$ cat config.mk
export PLATFORM = sky130hd
export DESIGN_NAME = crc_checked_frame_receiver
export DESIGN_NICKNAME = d
export VERILOG_FILES = /design/src/rtl/ccfr_pkg.sv /design/src/rtl/ccfr_crc16.sv /design/src/rtl/ccfr_parser.sv /design/src/rtl/ccfr_out_stage.sv /design/src/rtl/crc_checked_frame_receiver.sv
export VERILOG_INCLUDE_DIRS = /design/src /design/src/rtl
export SDC_FILE = /design/constraint.sdc
export NUM_CORES = 1
export LEC_CHECK = 0
export BUFFER_PORTS_ARGS = -buffer_cell sky130_fd_sc_hd__buf_4
export CORE_MARGIN = 1
export CORE_UTILIZATION = 64
export DETAILED_ROUTE_END_ITERATION = 12
export GPL_ROUTABILITY_DRIVEN = 0
export MAX_ROUTING_LAYER = met4
export PLACE_DENSITY = 0.92
export SYNTH_ARGS = -nofsm -noshare
export SYNTH_HDL_FRONTEND = slang
export SYNTH_HIERARCHICAL = 1
export SYNTH_SLANG_ARGS = --single-unit
export TNS_END_PERCENT = 1
$ cat constraint.sdc
create_clock -name clk -period 6.55 [get_ports clk]
set_input_delay 0.655 -clock clk [delete_from_list [all_inputs] [get_ports clk]]
set_output_delay 0.655 -clock clk [all_outputs]
set_load 0.05 [all_outputs]
$ cat src/rtl/assert_macros.svh
// ----------------------------------------------------------------------------
// assert_macros.svh
// Shorthand for clocked assertions, disabled while reset is high.
// ----------------------------------------------------------------------------
`ifndef ASSERT_MACROS_SVH
`define ASSERT_MACROS_SVH

// same-cycle implication
`define ASSERT_SAME(label, clk, rst, ante, cons, msg) \
  label: assert property (@(posedge clk) disable iff (rst) (ante) |-> (cons)) \
    else $error(msg);

// next-cycle implication
`define ASSERT_NEXT(label, clk, rst, ante, cons, msg) \
  label: assert property (@(posedge clk) disable iff (rst) (ante) |=> (cons)) \
    else $error(msg);

`endif

$ cat src/rtl/ccfr_pkg.sv
// ----------------------------------------------------------------------------
// ccfr_pkg
// Shared types, codes and constants of the checked frame receiver.
// ----------------------------------------------------------------------------
package ccfr_pkg;

  localparam int unsigned CountW = 9;
  localparam int unsigned CrcW   = 16;

  localparam logic [CrcW-1:0] CRC_INIT = 16'hFFFF;

  // configuration register indexes
  localparam logic [1:0] CFG_WAIT_RETRY_LIMIT = 2'd0;
  localparam logic [1:0] CFG_START_MARKER     = 2'd1;
  localparam logic [1:0] CFG_END_MARKER       = 2'd2;

  localparam logic [7:0] WAIT_RETRY_LIMIT_RST = 8'd10;
  localparam logic [7:0] START_MARKER_RST     = 8'h82;
  localparam logic [7:0] END_MARKER_RST       = 8'h83;

  // func codes
  localparam logic FUNC_START = 1'b0;
  localparam logic FUNC_BYTE  = 1'b1;

  // status codes
  localparam logic [2:0] ST_STARTED  = 3'd0;
  localparam logic [2:0] ST_PROGRESS = 3'd1;
  localparam logic [2:0] ST_SKIPPED  = 3'd2;
  localparam logic [2:0] ST_COMPLETE = 3'd3;
  localparam logic [2:0] ST_ERROR    = 3'd4;
  localparam logic [2:0] ST_TIMEOUT  = 3'd5;
  localparam logic [2:0] ST_IGNORED  = 3'd6;

  // byte kinds
  localparam logic [3:0] KIND_NONE    = 4'd0;
  localparam logic [3:0] KIND_START   = 4'd1;
  localparam logic [3:0] KIND_SERIAL  = 4'd2;
  localparam logic [3:0] KIND_LENGTH  = 4'd3;
  localparam logic [3:0] KIND_COMMAND = 4'd4;
  localparam logic [3:0] KIND_STATUS  = 4'd5;
  localparam logic [3:0] KIND_PAYLOAD = 4'd6;
  localparam logic [3:0] KIND_CRC     = 4'd7;
  localparam logic [3:0] KIND_END     = 4'd8;

  typedef struct packed {
    logic [7:0] wait_retry_limit;
    logic [7:0] start_marker;
    logic [7:0] end_marker;
  } cfg_t;

  typedef struct packed {
    logic [2:0]        status;
    logic [3:0]        byte_kind;
    logic [7:0]        frame_byte;
    logic [CountW-1:0] byte_count;
    logic [CrcW-1:0]   crc_value;
  } res_t;

endpackage

$ cat src/rtl/ccfr_crc16.sv
// ----------------------------------------------------------------------------
// ccfr_crc16
// One-byte update of the reflected CCITT CRC-16 (poly 0x8408).
// ----------------------------------------------------------------------------
module ccfr_crc16 (
  input  logic [ccfr_pkg::CrcW-1:0] crc_in,
  input  logic [7:0]                data,
  output logic [ccfr_pkg::CrcW-1:0] crc_out
);

  logic [7:0] d0;
  logic [7:0] d1;

  assign d0 = data ^ crc_in[7:0];
  assign d1 = d0 ^ {d0[3:0], 4'b0000};

  // table-free byte form of the shift register
  assign crc_out = {d1, crc_in[15:8]}
                 ^ {12'b0, d1[7:4]}
                 ^ {5'b0, d1, 3'b000};

endmodule

$ cat src/rtl/ccfr_parser.sv
// ----------------------------------------------------------------------------
// ccfr_parser
// Frame state machine: phase, crc, length and wait budget, one word a cycle while fire is high.
// ----------------------------------------------------------------------------
`include "assert_macros.svh"

module ccfr_parser (
  input  logic                clk,
  input  logic                rst,
  input  logic                fire,
  input  logic                func,
  input  logic [7:0]          rx_byte,
  input  ccfr_pkg::cfg_t      cfg,
  output ccfr_pkg::res_t      res
);

  typedef enum logic [3:0] {
    PH_STX  = 4'd0,
    PH_SNR0 = 4'd1,
    PH_SNR1 = 4'd2,
    PH_SNR2 = 4'd3,
    PH_SNR3 = 4'd4,
    PH_LEN0 = 4'd5,
    PH_LEN1 = 4'd6,
    PH_CMD  = 4'd7,
    PH_STAT = 4'd8,
    PH_DATA = 4'd9,
    PH_CRC0 = 4'd10,
    PH_CRC1 = 4'd11,
    PH_ETX  = 4'd12,
    PH_DONE = 4'd13,
    PH_ERR  = 4'd14,
    PH_TOUT = 4'd15
  } phase_t;

  phase_t                          phase, phase_next;
  logic [ccfr_pkg::CrcW-1:0]       crc_accum, crc_accum_next;
  logic [7:0]                      bytes_left, bytes_left_next;
  logic [7:0]                      wait_left, wait_left_next;
  logic [ccfr_pkg::CountW-1:0]     accepted_count, accepted_count_next;
  logic [ccfr_pkg::CrcW-1:0]       crc_upd;
  logic [7:0]                      dec_left;

  ccfr_crc16 u_crc (
    .crc_in  (crc_accum),
    .data    (rx_byte),
    .crc_out (crc_upd)
  );

  assign dec_left = bytes_left - 8'd1;

  always_comb begin
    phase_next          = phase;
    crc_accum_next      = crc_accum;
    bytes_left_next     = bytes_left;
    wait_left_next      = wait_left;
    accepted_count_next = accepted_count;
    res.status          = ccfr_pkg::ST_IGNORED;
    res.byte_kind       = ccfr_pkg::KIND_NONE;
    res.frame_byte      = 8'h00;

    if (func == ccfr_pkg::FUNC_START) begin
      phase_next          = PH_STX;
      crc_accum_next      = ccfr_pkg::CRC_INIT;
      bytes_left_next     = 8'h00;
      wait_left_next      = cfg.wait_retry_limit;
      accepted_count_next = '0;
      res.status          = ccfr_pkg::ST_STARTED;
    end else if (phase inside {PH_DONE, PH_ERR, PH_TOUT}) begin
      res.status = ccfr_pkg::ST_IGNORED;
    end else if (rx_byte == 8'h00 && wait_left != 8'h00) begin
      // leading zero eats one unit of the wait budget
      wait_left_next = wait_left - 8'd1;
      if (wait_left == 8'd1) begin
        phase_next = PH_TOUT;
        res.status = ccfr_pkg::ST_TIMEOUT;
      end else begin
        res.status = ccfr_pkg::ST_SKIPPED;
      end
    end else begin
      wait_left_next      = 8'h00;
      accepted_count_next = accepted_count + 9'd1;
      res.frame_byte      = rx_byte;
      if (phase inside {[PH_SNR0:PH_DATA]}) begin
        crc_accum_next = crc_upd;
      end
      case (phase)
        PH_STX: begin
          crc_accum_next = ccfr_pkg::CRC_INIT;
          res.byte_kind  = ccfr_pkg::KIND_START;
          phase_next     = (rx_byte == cfg.start_marker) ? PH_SNR0 : PH_ERR;
        end
        PH_SNR0: begin
          res.byte_kind = ccfr_pkg::KIND_SERIAL;
          phase_next    = PH_SNR1;
        end
        PH_SNR1: begin
          res.byte_kind = ccfr_pkg::KIND_SERIAL;
          phase_next    = PH_SNR2;
        end
        PH_SNR2: begin
          res.byte_kind = ccfr_pkg::KIND_SERIAL;
          phase_next    = PH_SNR3;
        end
        PH_SNR3: begin
          res.byte_kind = ccfr_pkg::KIND_SERIAL;
          phase_next    = PH_LEN0;
        end
        PH_LEN0: begin
          res.byte_kind = ccfr_pkg::KIND_LENGTH;
          phase_next    = (rx_byte == 8'h00) ? PH_LEN1 : PH_ERR;
        end
        PH_LEN1: begin
          res.byte_kind   = ccfr_pkg::KIND_LENGTH;
          bytes_left_next = rx_byte;
          phase_next      = (rx_byte >= 8'd2) ? PH_CMD : PH_ERR;
        end
        PH_CMD: begin
          res.byte_kind   = ccfr_pkg::KIND_COMMAND;
          bytes_left_next = dec_left;
          phase_next      = PH_STAT;
        end
        PH_STAT, PH_DATA: begin
          res.byte_kind   = (phase == PH_STAT) ? ccfr_pkg::KIND_STATUS
                                               : ccfr_pkg::KIND_PAYLOAD;
          bytes_left_next = dec_left;
          phase_next      = (dec_left == 8'h00) ? PH_CRC0 : PH_DATA;
        end
        PH_CRC0: begin
          res.byte_kind = ccfr_pkg::KIND_CRC;
          phase_next    = (rx_byte == crc_accum[15:8]) ? PH_CRC1 : PH_ERR;
        end
        PH_CRC1: begin
          res.byte_kind = ccfr_pkg::KIND_CRC;
          phase_next    = (rx_byte == crc_accum[7:0]) ? PH_ETX : PH_ERR;
        end
        PH_ETX: begin
          res.byte_kind = ccfr_pkg::KIND_END;
          phase_next    = (rx_byte == cfg.end_marker) ? PH_DONE : PH_ERR;
        end
        default: begin
          phase_next = PH_ERR;
        end
      endcase
      if (phase_next == PH_DONE) begin
        res.status = ccfr_pkg::ST_COMPLETE;
      end else if (phase_next == PH_ERR) begin
        res.status = ccfr_pkg::ST_ERROR;
      end else begin
        res.status = ccfr_pkg::ST_PROGRESS;
      end
    end

    res.byte_count = accepted_count_next;
    res.crc_value  = crc_accum_next;
  end

  always_ff @(posedge clk) begin
    if (rst) begin
      phase          <= PH_STX;
      crc_accum      <= ccfr_pkg::CRC_INIT;
      bytes_left     <= 8'h00;
      wait_left      <= ccfr_pkg::WAIT_RETRY_LIMIT_RST;
      accepted_count <= '0;
    end else if (fire) begin
      phase          <= phase_next;
      crc_accum      <= crc_accum_next;
      bytes_left     <= bytes_left_next;
      wait_left      <= wait_left_next;
      accepted_count <= accepted_count_next;
    end
  end

  // budget only lives while the start marker is awaited
  `ASSERT_SAME(a_wait_only_idle, clk, rst, wait_left != 8'h00, phase == PH_STX,
               "wait budget left outside start phase")

  `ASSERT_NEXT(a_start_clears, clk, rst, fire && func == ccfr_pkg::FUNC_START,
               accepted_count == '0 && crc_accum == ccfr_pkg::CRC_INIT,
               "start word did not clear the receiver")

  `ASSERT_NEXT(a_sticky_hold, clk, rst,
               fire && func == ccfr_pkg::FUNC_BYTE &&
               (phase == PH_DONE || phase == PH_ERR || phase == PH_TOUT),
               $stable(accepted_count) && $stable(crc_accum) && $stable(phase),
               "finished receiver changed state")

  `ASSERT_NEXT(a_count_step, clk, rst, fire,
               accepted_count == $past(accepted_count) ||
               accepted_count == 9'($past(accepted_count) + 9'd1) ||
               accepted_count == '0,
               "byte count jumped")

endmodule

$ cat src/rtl/ccfr_out_stage.sv
// ----------------------------------------------------------------------------
// ccfr_out_stage
// Result register with valid flag; holds off the input side while a word waits.
// ----------------------------------------------------------------------------
module ccfr_out_stage (
  input  logic           clk,
  input  logic           rst,
  input  logic           load,
  input  ccfr_pkg::res_t res,
  output logic           ready,
  output logic           m_tvalid,
  input  logic           m_tready,
  output logic [39:0]    m_tdata,
  output logic [6:0]     m_tuser
);

  ccfr_pkg::res_t held;
  logic           valid;

  // room for a new word when empty or when the held one leaves now
  assign ready    = !valid || m_tready;
  assign m_tvalid = valid;
  assign m_tdata  = {7'b0, held.crc_value, held.byte_count, held.frame_byte};
  assign m_tuser  = {held.byte_kind, held.status};

  always_ff @(posedge clk) begin
    if (rst) begin
      valid <= 1'b0;
    end else if (load) begin
      valid <= 1'b1;
    end else if (m_tready) begin
      valid <= 1'b0;
    end
  end

  always_ff @(posedge clk) begin
    if (load) begin
      held <= res;
    end
  end

endmodule

$ cat src/rtl/crc_checked_frame_receiver.sv
// ----------------------------------------------------------------------------
// crc_checked_frame_receiver
// Reply frame receiver with layout check and CRC-16 check.
// ----------------------------------------------------------------------------
// Each input word gives exactly one result word, registered and shown in the cycle after it is taken.
// A word can be taken every cycle: the frame state machine and the byte-wide
// CRC update sit in front of a single result register, and s_tready drops
// only while that register is full and m_tready is low. A start word
// (func 0) restarts reception; completion, error and timeout hold until the
// next start word. Configuration writes are taken at any edge with cfg_we
// high; a new wait limit applies from the next start word.
module crc_checked_frame_receiver (
  input  logic        clk,
  input  logic        rst,
  input  logic        s_tvalid,
  output logic        s_tready,
  input  logic [7:0]  s_tdata,   // rx_byte[7:0]
  input  logic        s_tuser,   // func[0]
  output logic        m_tvalid,
  input  logic        m_tready,
  output logic [39:0] m_tdata,   // frame_byte[7:0], byte_count[16:8], crc_value[32:17]
  output logic [6:0]  m_tuser,   // status[2:0], byte_kind[6:3]
  input  logic        cfg_we,
  input  logic [1:0]  cfg_index,
  input  logic [7:0]  cfg_data
);

  ccfr_pkg::cfg_t cfg;
  ccfr_pkg::res_t res;
  logic           fire;

  assign fire = s_tvalid && s_tready;

  always_ff @(posedge clk) begin
    if (rst) begin
      cfg.wait_retry_limit <= ccfr_pkg::WAIT_RETRY_LIMIT_RST;
      cfg.start_marker     <= ccfr_pkg::START_MARKER_RST;
      cfg.end_marker       <= ccfr_pkg::END_MARKER_RST;
    end else if (cfg_we) begin
      case (cfg_index)
        ccfr_pkg::CFG_WAIT_RETRY_LIMIT: cfg.wait_retry_limit <= cfg_data;
        ccfr_pkg::CFG_START_MARKER:     cfg.start_marker     <= cfg_data;
        ccfr_pkg::CFG_END_MARKER:       cfg.end_marker       <= cfg_data;
        default: begin
        end
      endcase
    end
  end

  ccfr_parser u_parser (
    .clk     (clk),
    .rst     (rst),
    .fire    (fire),
    .func    (s_tuser),
    .rx_byte (s_tdata),
    .cfg     (cfg),
    .res     (res)
  );

  ccfr_out_stage u_out (
    .clk      (clk),
    .rst      (rst),
    .load     (fire),
    .res      (res),
    .ready    (s_tready),
    .m_tvalid (m_tvalid),
    .m_tready (m_tready),
    .m_tdata  (m_tdata),
    .m_tuser  (m_tuser)
  );

endmodule

==> metrics list <==
- Post-CTS timing repair inserted 0 buffers for setup.
- Port buffering added 65 buffers.
* Reg power frac: 48.9%
- Slew @ Worst Pin: 1390 ps
- Maximum number of pins on one net before global-route repair: 86
- Primary FF master, synth: sky130_fd_sc_hd__dfxtp_1
- In this design, the stage delay of the slowest critical-path cell is 870 ps.
* Count of H-tree levels built during CTS: 3
* Top area cells in the synthesized netlist: sky130_fd_sc_hd__dfxtp_1 22%, sky130_fd_sc_hd__edfxtp_1 19%, sky130_fd_sc_hd__mux2i_1 4.0%
* Vias in the first global route: 4905
* Setup Crit Path Kind: flip-flop to flip-flop
* Number of inserted diodes: 0
* Area overhead of the layout relative to synthesis: 10.3%
* Post-cts sizing count: 0
- Yosys mapped a number of flops with a built-in enable equal to 40.
- In this run switching power makes up 30.6% of total power.
* CTS tree: yes
- Max-slew violation total from the final report: 0
- Instance count after placement with tap cells included: 825
- Net count, final: 737
- Length of the first detailed-routing pass in iterations: 6
- Arrival time of the worst setup path: 3230 ps
- Clock edge transition at the registers on the reported setup and hold paths: 100 ps
- Headroom to the max-slew limit came out at 7.17%.
* Worst-case clock skew: 10.4 ps
- Setup repair after global routing left no endpoint under its margin.
- The number of buffers and inverters on the critical path is 0.
* DRC violation count after routing: 0
* Reported net switching power: 0.000491 W
- Later-pin clock latency in the skew report: 370 ps
* Count of standard-cell rows: 35
- Summed over its instances, the top area cell type makes up 22.1% of the synthesized netlist area.
* Final setup violation count: 0
* Clock buffer count from CTS: 9
* Kind of capture point of the worst setup path: flip-flop
* Summed instance area of the synthesized netlist: 6330 sq um
- Element type at the critical path start: flip-flop
- The path class of the tightest hold or removal check is flip-flop to flip-flop.
- Number of primary I/O pins: 73
- Of all nets on the critical path, the largest fanout is 13.
* Drt total wl: 14800 um
- Summed over all nets, the half-perimeter wirelength after detailed placement is 10000 um.
- Number of buffers added to fix hold violations after cts: 0
- The cell family contributing the most delay on the critical path is simple AND/OR/NAND/NOR gates.
- The share of total power dissipated in the clock network is 27.5%.
- Clk buf depth: 2
- The netlist uses 71 different library cells.
- Average wire length per cell after detail routing: 17.6 um
* First-pass GRT wire length: 24000 um
* Peak supply drop: 145 uV
* Proportion of synthesized flip-flops having asynchronous set or reset: 0%
- The die covers 10300 sq um.
* Share of synthesized area occupied by flip-flops and latches: 41.1%
- Max-capacitance violation count: 0
- The worst path needs 2930 ps of the cycle, external delays included.
- Of the cells placed in the final design, the portion with a size suffix greater than 1 is 13.9%.
- The run finished with clean final reports.
- CTS placed an instance of sky130_fd_sc_hd__clkbuf_8 at the clock tree root.
- For this run the aggregate overflow at the end of global routing stands at 0.
- DRT antenna net count: 0
- The average instance in the mapped netlist occupies 9.35 sq um.
- Count of yosys warnings during synthesis: 6
* Post-route fraction of the period consumed by the critical path: 44.8%
- Dividing the detail-routed via count by the number of cells gives 6.32.
- Internal power: 0.00111 W
- Counting flops and latches in the post-synthesis netlist gives 110.
- In this run the power density over the cells is 230 nW/um^2.
- By count the netlist is led by 70 x sky130_fd_sc_hd__dfxtp_1, 64 x sky130_fd_sc_hd__nor2_1, 40 x sky130_fd_sc_hd__edfxtp_1, 40 x sky130_fd_sc_hd__nand2_1, 36 x sky130_fd_sc_hd__o21ai_0.
- Most common cell in the netlist: sky130_fd_sc_hd__dfxtp_1
- In this run, the number of DRC markers left after iteration 0 of detailed routing was 715.
* Cell taking the most area after synthesis: sky130_fd_sc_hd__dfxtp_1
* Gate Count Post-Synth: 677
- Adding up every negative setup slack in the final design gives 0 ps.
- Required time at the worst-slack endpoint: 6840 ps
- Finished Layout Cells: 841
- Cell type of the slowest stage on the worst timing path: sky130_fd_sc_hd__a21oi_1
- Number of antenna violations at the first check in global routing: 0
* Max Clk Rate: 341 MHz
- The number of hold violations in the final report came to 0.
* GRT Resource Usage Total: 31.0%
- Core area: 9420 sq um
* P_leak: 2.65 nW
- Via total after detailed routing: 5312
- Ordered list of cells on the worst path: nor4_4 -> nand3_4 -> a21oi_1 -> nand4_1 -> or3_1 -> a31oi_1
* X dimension of the die: 101 um
- Clock tree synthesis found a total of 110 sinks.
- For this configuration, the core starts out at a cell density of 67.2%.
* Combinational power share: 23.6%
- In this run the vertical extent of the chip is 101 um.
==> worst min-delay path: cells and delay by family (launching register included) <==
family | cells | cell delay (ps)
flip-flops | 1 | 320
AND/OR/NAND/NOR | 1 | 60
multiplexers | 1 | 60
==> path summary, 6_finish.rpt <==
path	startpoint	endpoint	slack [ps]	depth (start not counted)
hold reg to reg	cfg[18]	cfg[18]	480	2
setup / recovery	u_parser/wait_left[3]	u_parser/accepted_count[7]	3620	6
setup reg to reg	u_parser/wait_left[3]	u_parser/accepted_count[7]	3620	6
hold / removal	cfg[18]	cfg[18]	480	2
==> state kept, by name, summed over array words and instances, names as in the netlist <==
name                     cells
u_out/m_tdata               33
cfg                         24
u_parser/crc_accum          16
u_parser/accepted_count      9
u_parser/bytes_left          8
u_parser/wait_left           8
u_out/m_tuser                7
u_parser/phase               4
u_out/m_tvalid               1
==> placed cells by master (no fill, tap or decap), drive strengths merged, types with 3 or more instances in the layout <==
cell type,instances
dfxtp,70
o21ai,41
o31ai,4
clkbuf,11
a211oi,4
a211o,17
a21boi,3
conb,7
a22oi,3
xnor3,3
or3,6
o211ai,5
inv,11
nand4,7
nor2b,21
or4,6
nor4,11
xor3,6
and3,16
o311ai,3
a21oi,34
o41ai,3
and2,7
nand2,40
buf,68
edfxtp,40
nor3,26
mux2i,25
nand4b,3
xor2,28
a31oi,5
xnor2,31
ha,6
nor2,64
nand3b,4
nand3,13
nand2b,28
==> stage by stage <==
step           total power [W]  hold WS, ps  setup WS (ps)  utilization (%)  area, sq um
5_1_grt                0.00166          518           3420             74.2         6980
2_1_floorplan          0.00108          448           2630                -         6350
3_3_place_gp           0.00116          460           3520             71.9         6770
3_5_place_dp           0.00117          469           3460             71.9         6770
4_1_cts                0.00160          486           3610             74.2         6980
6_report               0.00160          479           3620             74.2         6980
==> power by group through the flow <==
stage | clock network [W] | logic, W | registers, W
5_1_grt | 0.000473 | 0.000402 | 0.000788
6_report | 0.000441 | 0.000378 | 0.000784
4_1_cts | 0.000446 | 0.000373 | 0.000783
3_3_place_gp | 0 | 0.000360 | 0.000796
2_1_floorplan | 0 | 0.000238 | 0.000843
3_5_place_dp | 0 | 0.000369 | 0.000798
==> cell families (layout without fill, tap and decap cells) <==
| family | count (synthesis) | in the layout | share of synthesized area [%] |
|---|---|---|---|
| simple gates | 259 | 259 | 21.9 |
| compound gates | 140 | 140 | 14.8 |
| xor+xnor | 68 | 68 | 12.0 |
| other cells | 1 | 7 | 0.0592 |
| flops | 110 | 110 | 41.1 |
| mux | 26 | 26 | 4.13 |
| fa+ha+maj | 6 | 6 | 1.19 |
| buf+inv | 67 | 96 | 4.88 |
==> routing by layer <==
metal	share of wire [%]	vias up	global-route usage, %
met1	42	2516	40.2
met2	47	288	48.7
met5	0	-	-
met3	8.7	40	6.28
li1	-	2468	-
met4	2.0	0	10.3
==> final cells by class <==
class | instances | area (sq um)
inverter | 12 | 45.0
fill | 678 | 2430
timing repair buffer | 68 | 510
sequential | 110 | 2600
tap | 129 | 161
clock inverter | 5 | 83.8
multi-input combinational | 506 | 3450
clock buffer | 11 | 131
(Power assumes the default switching activity.)
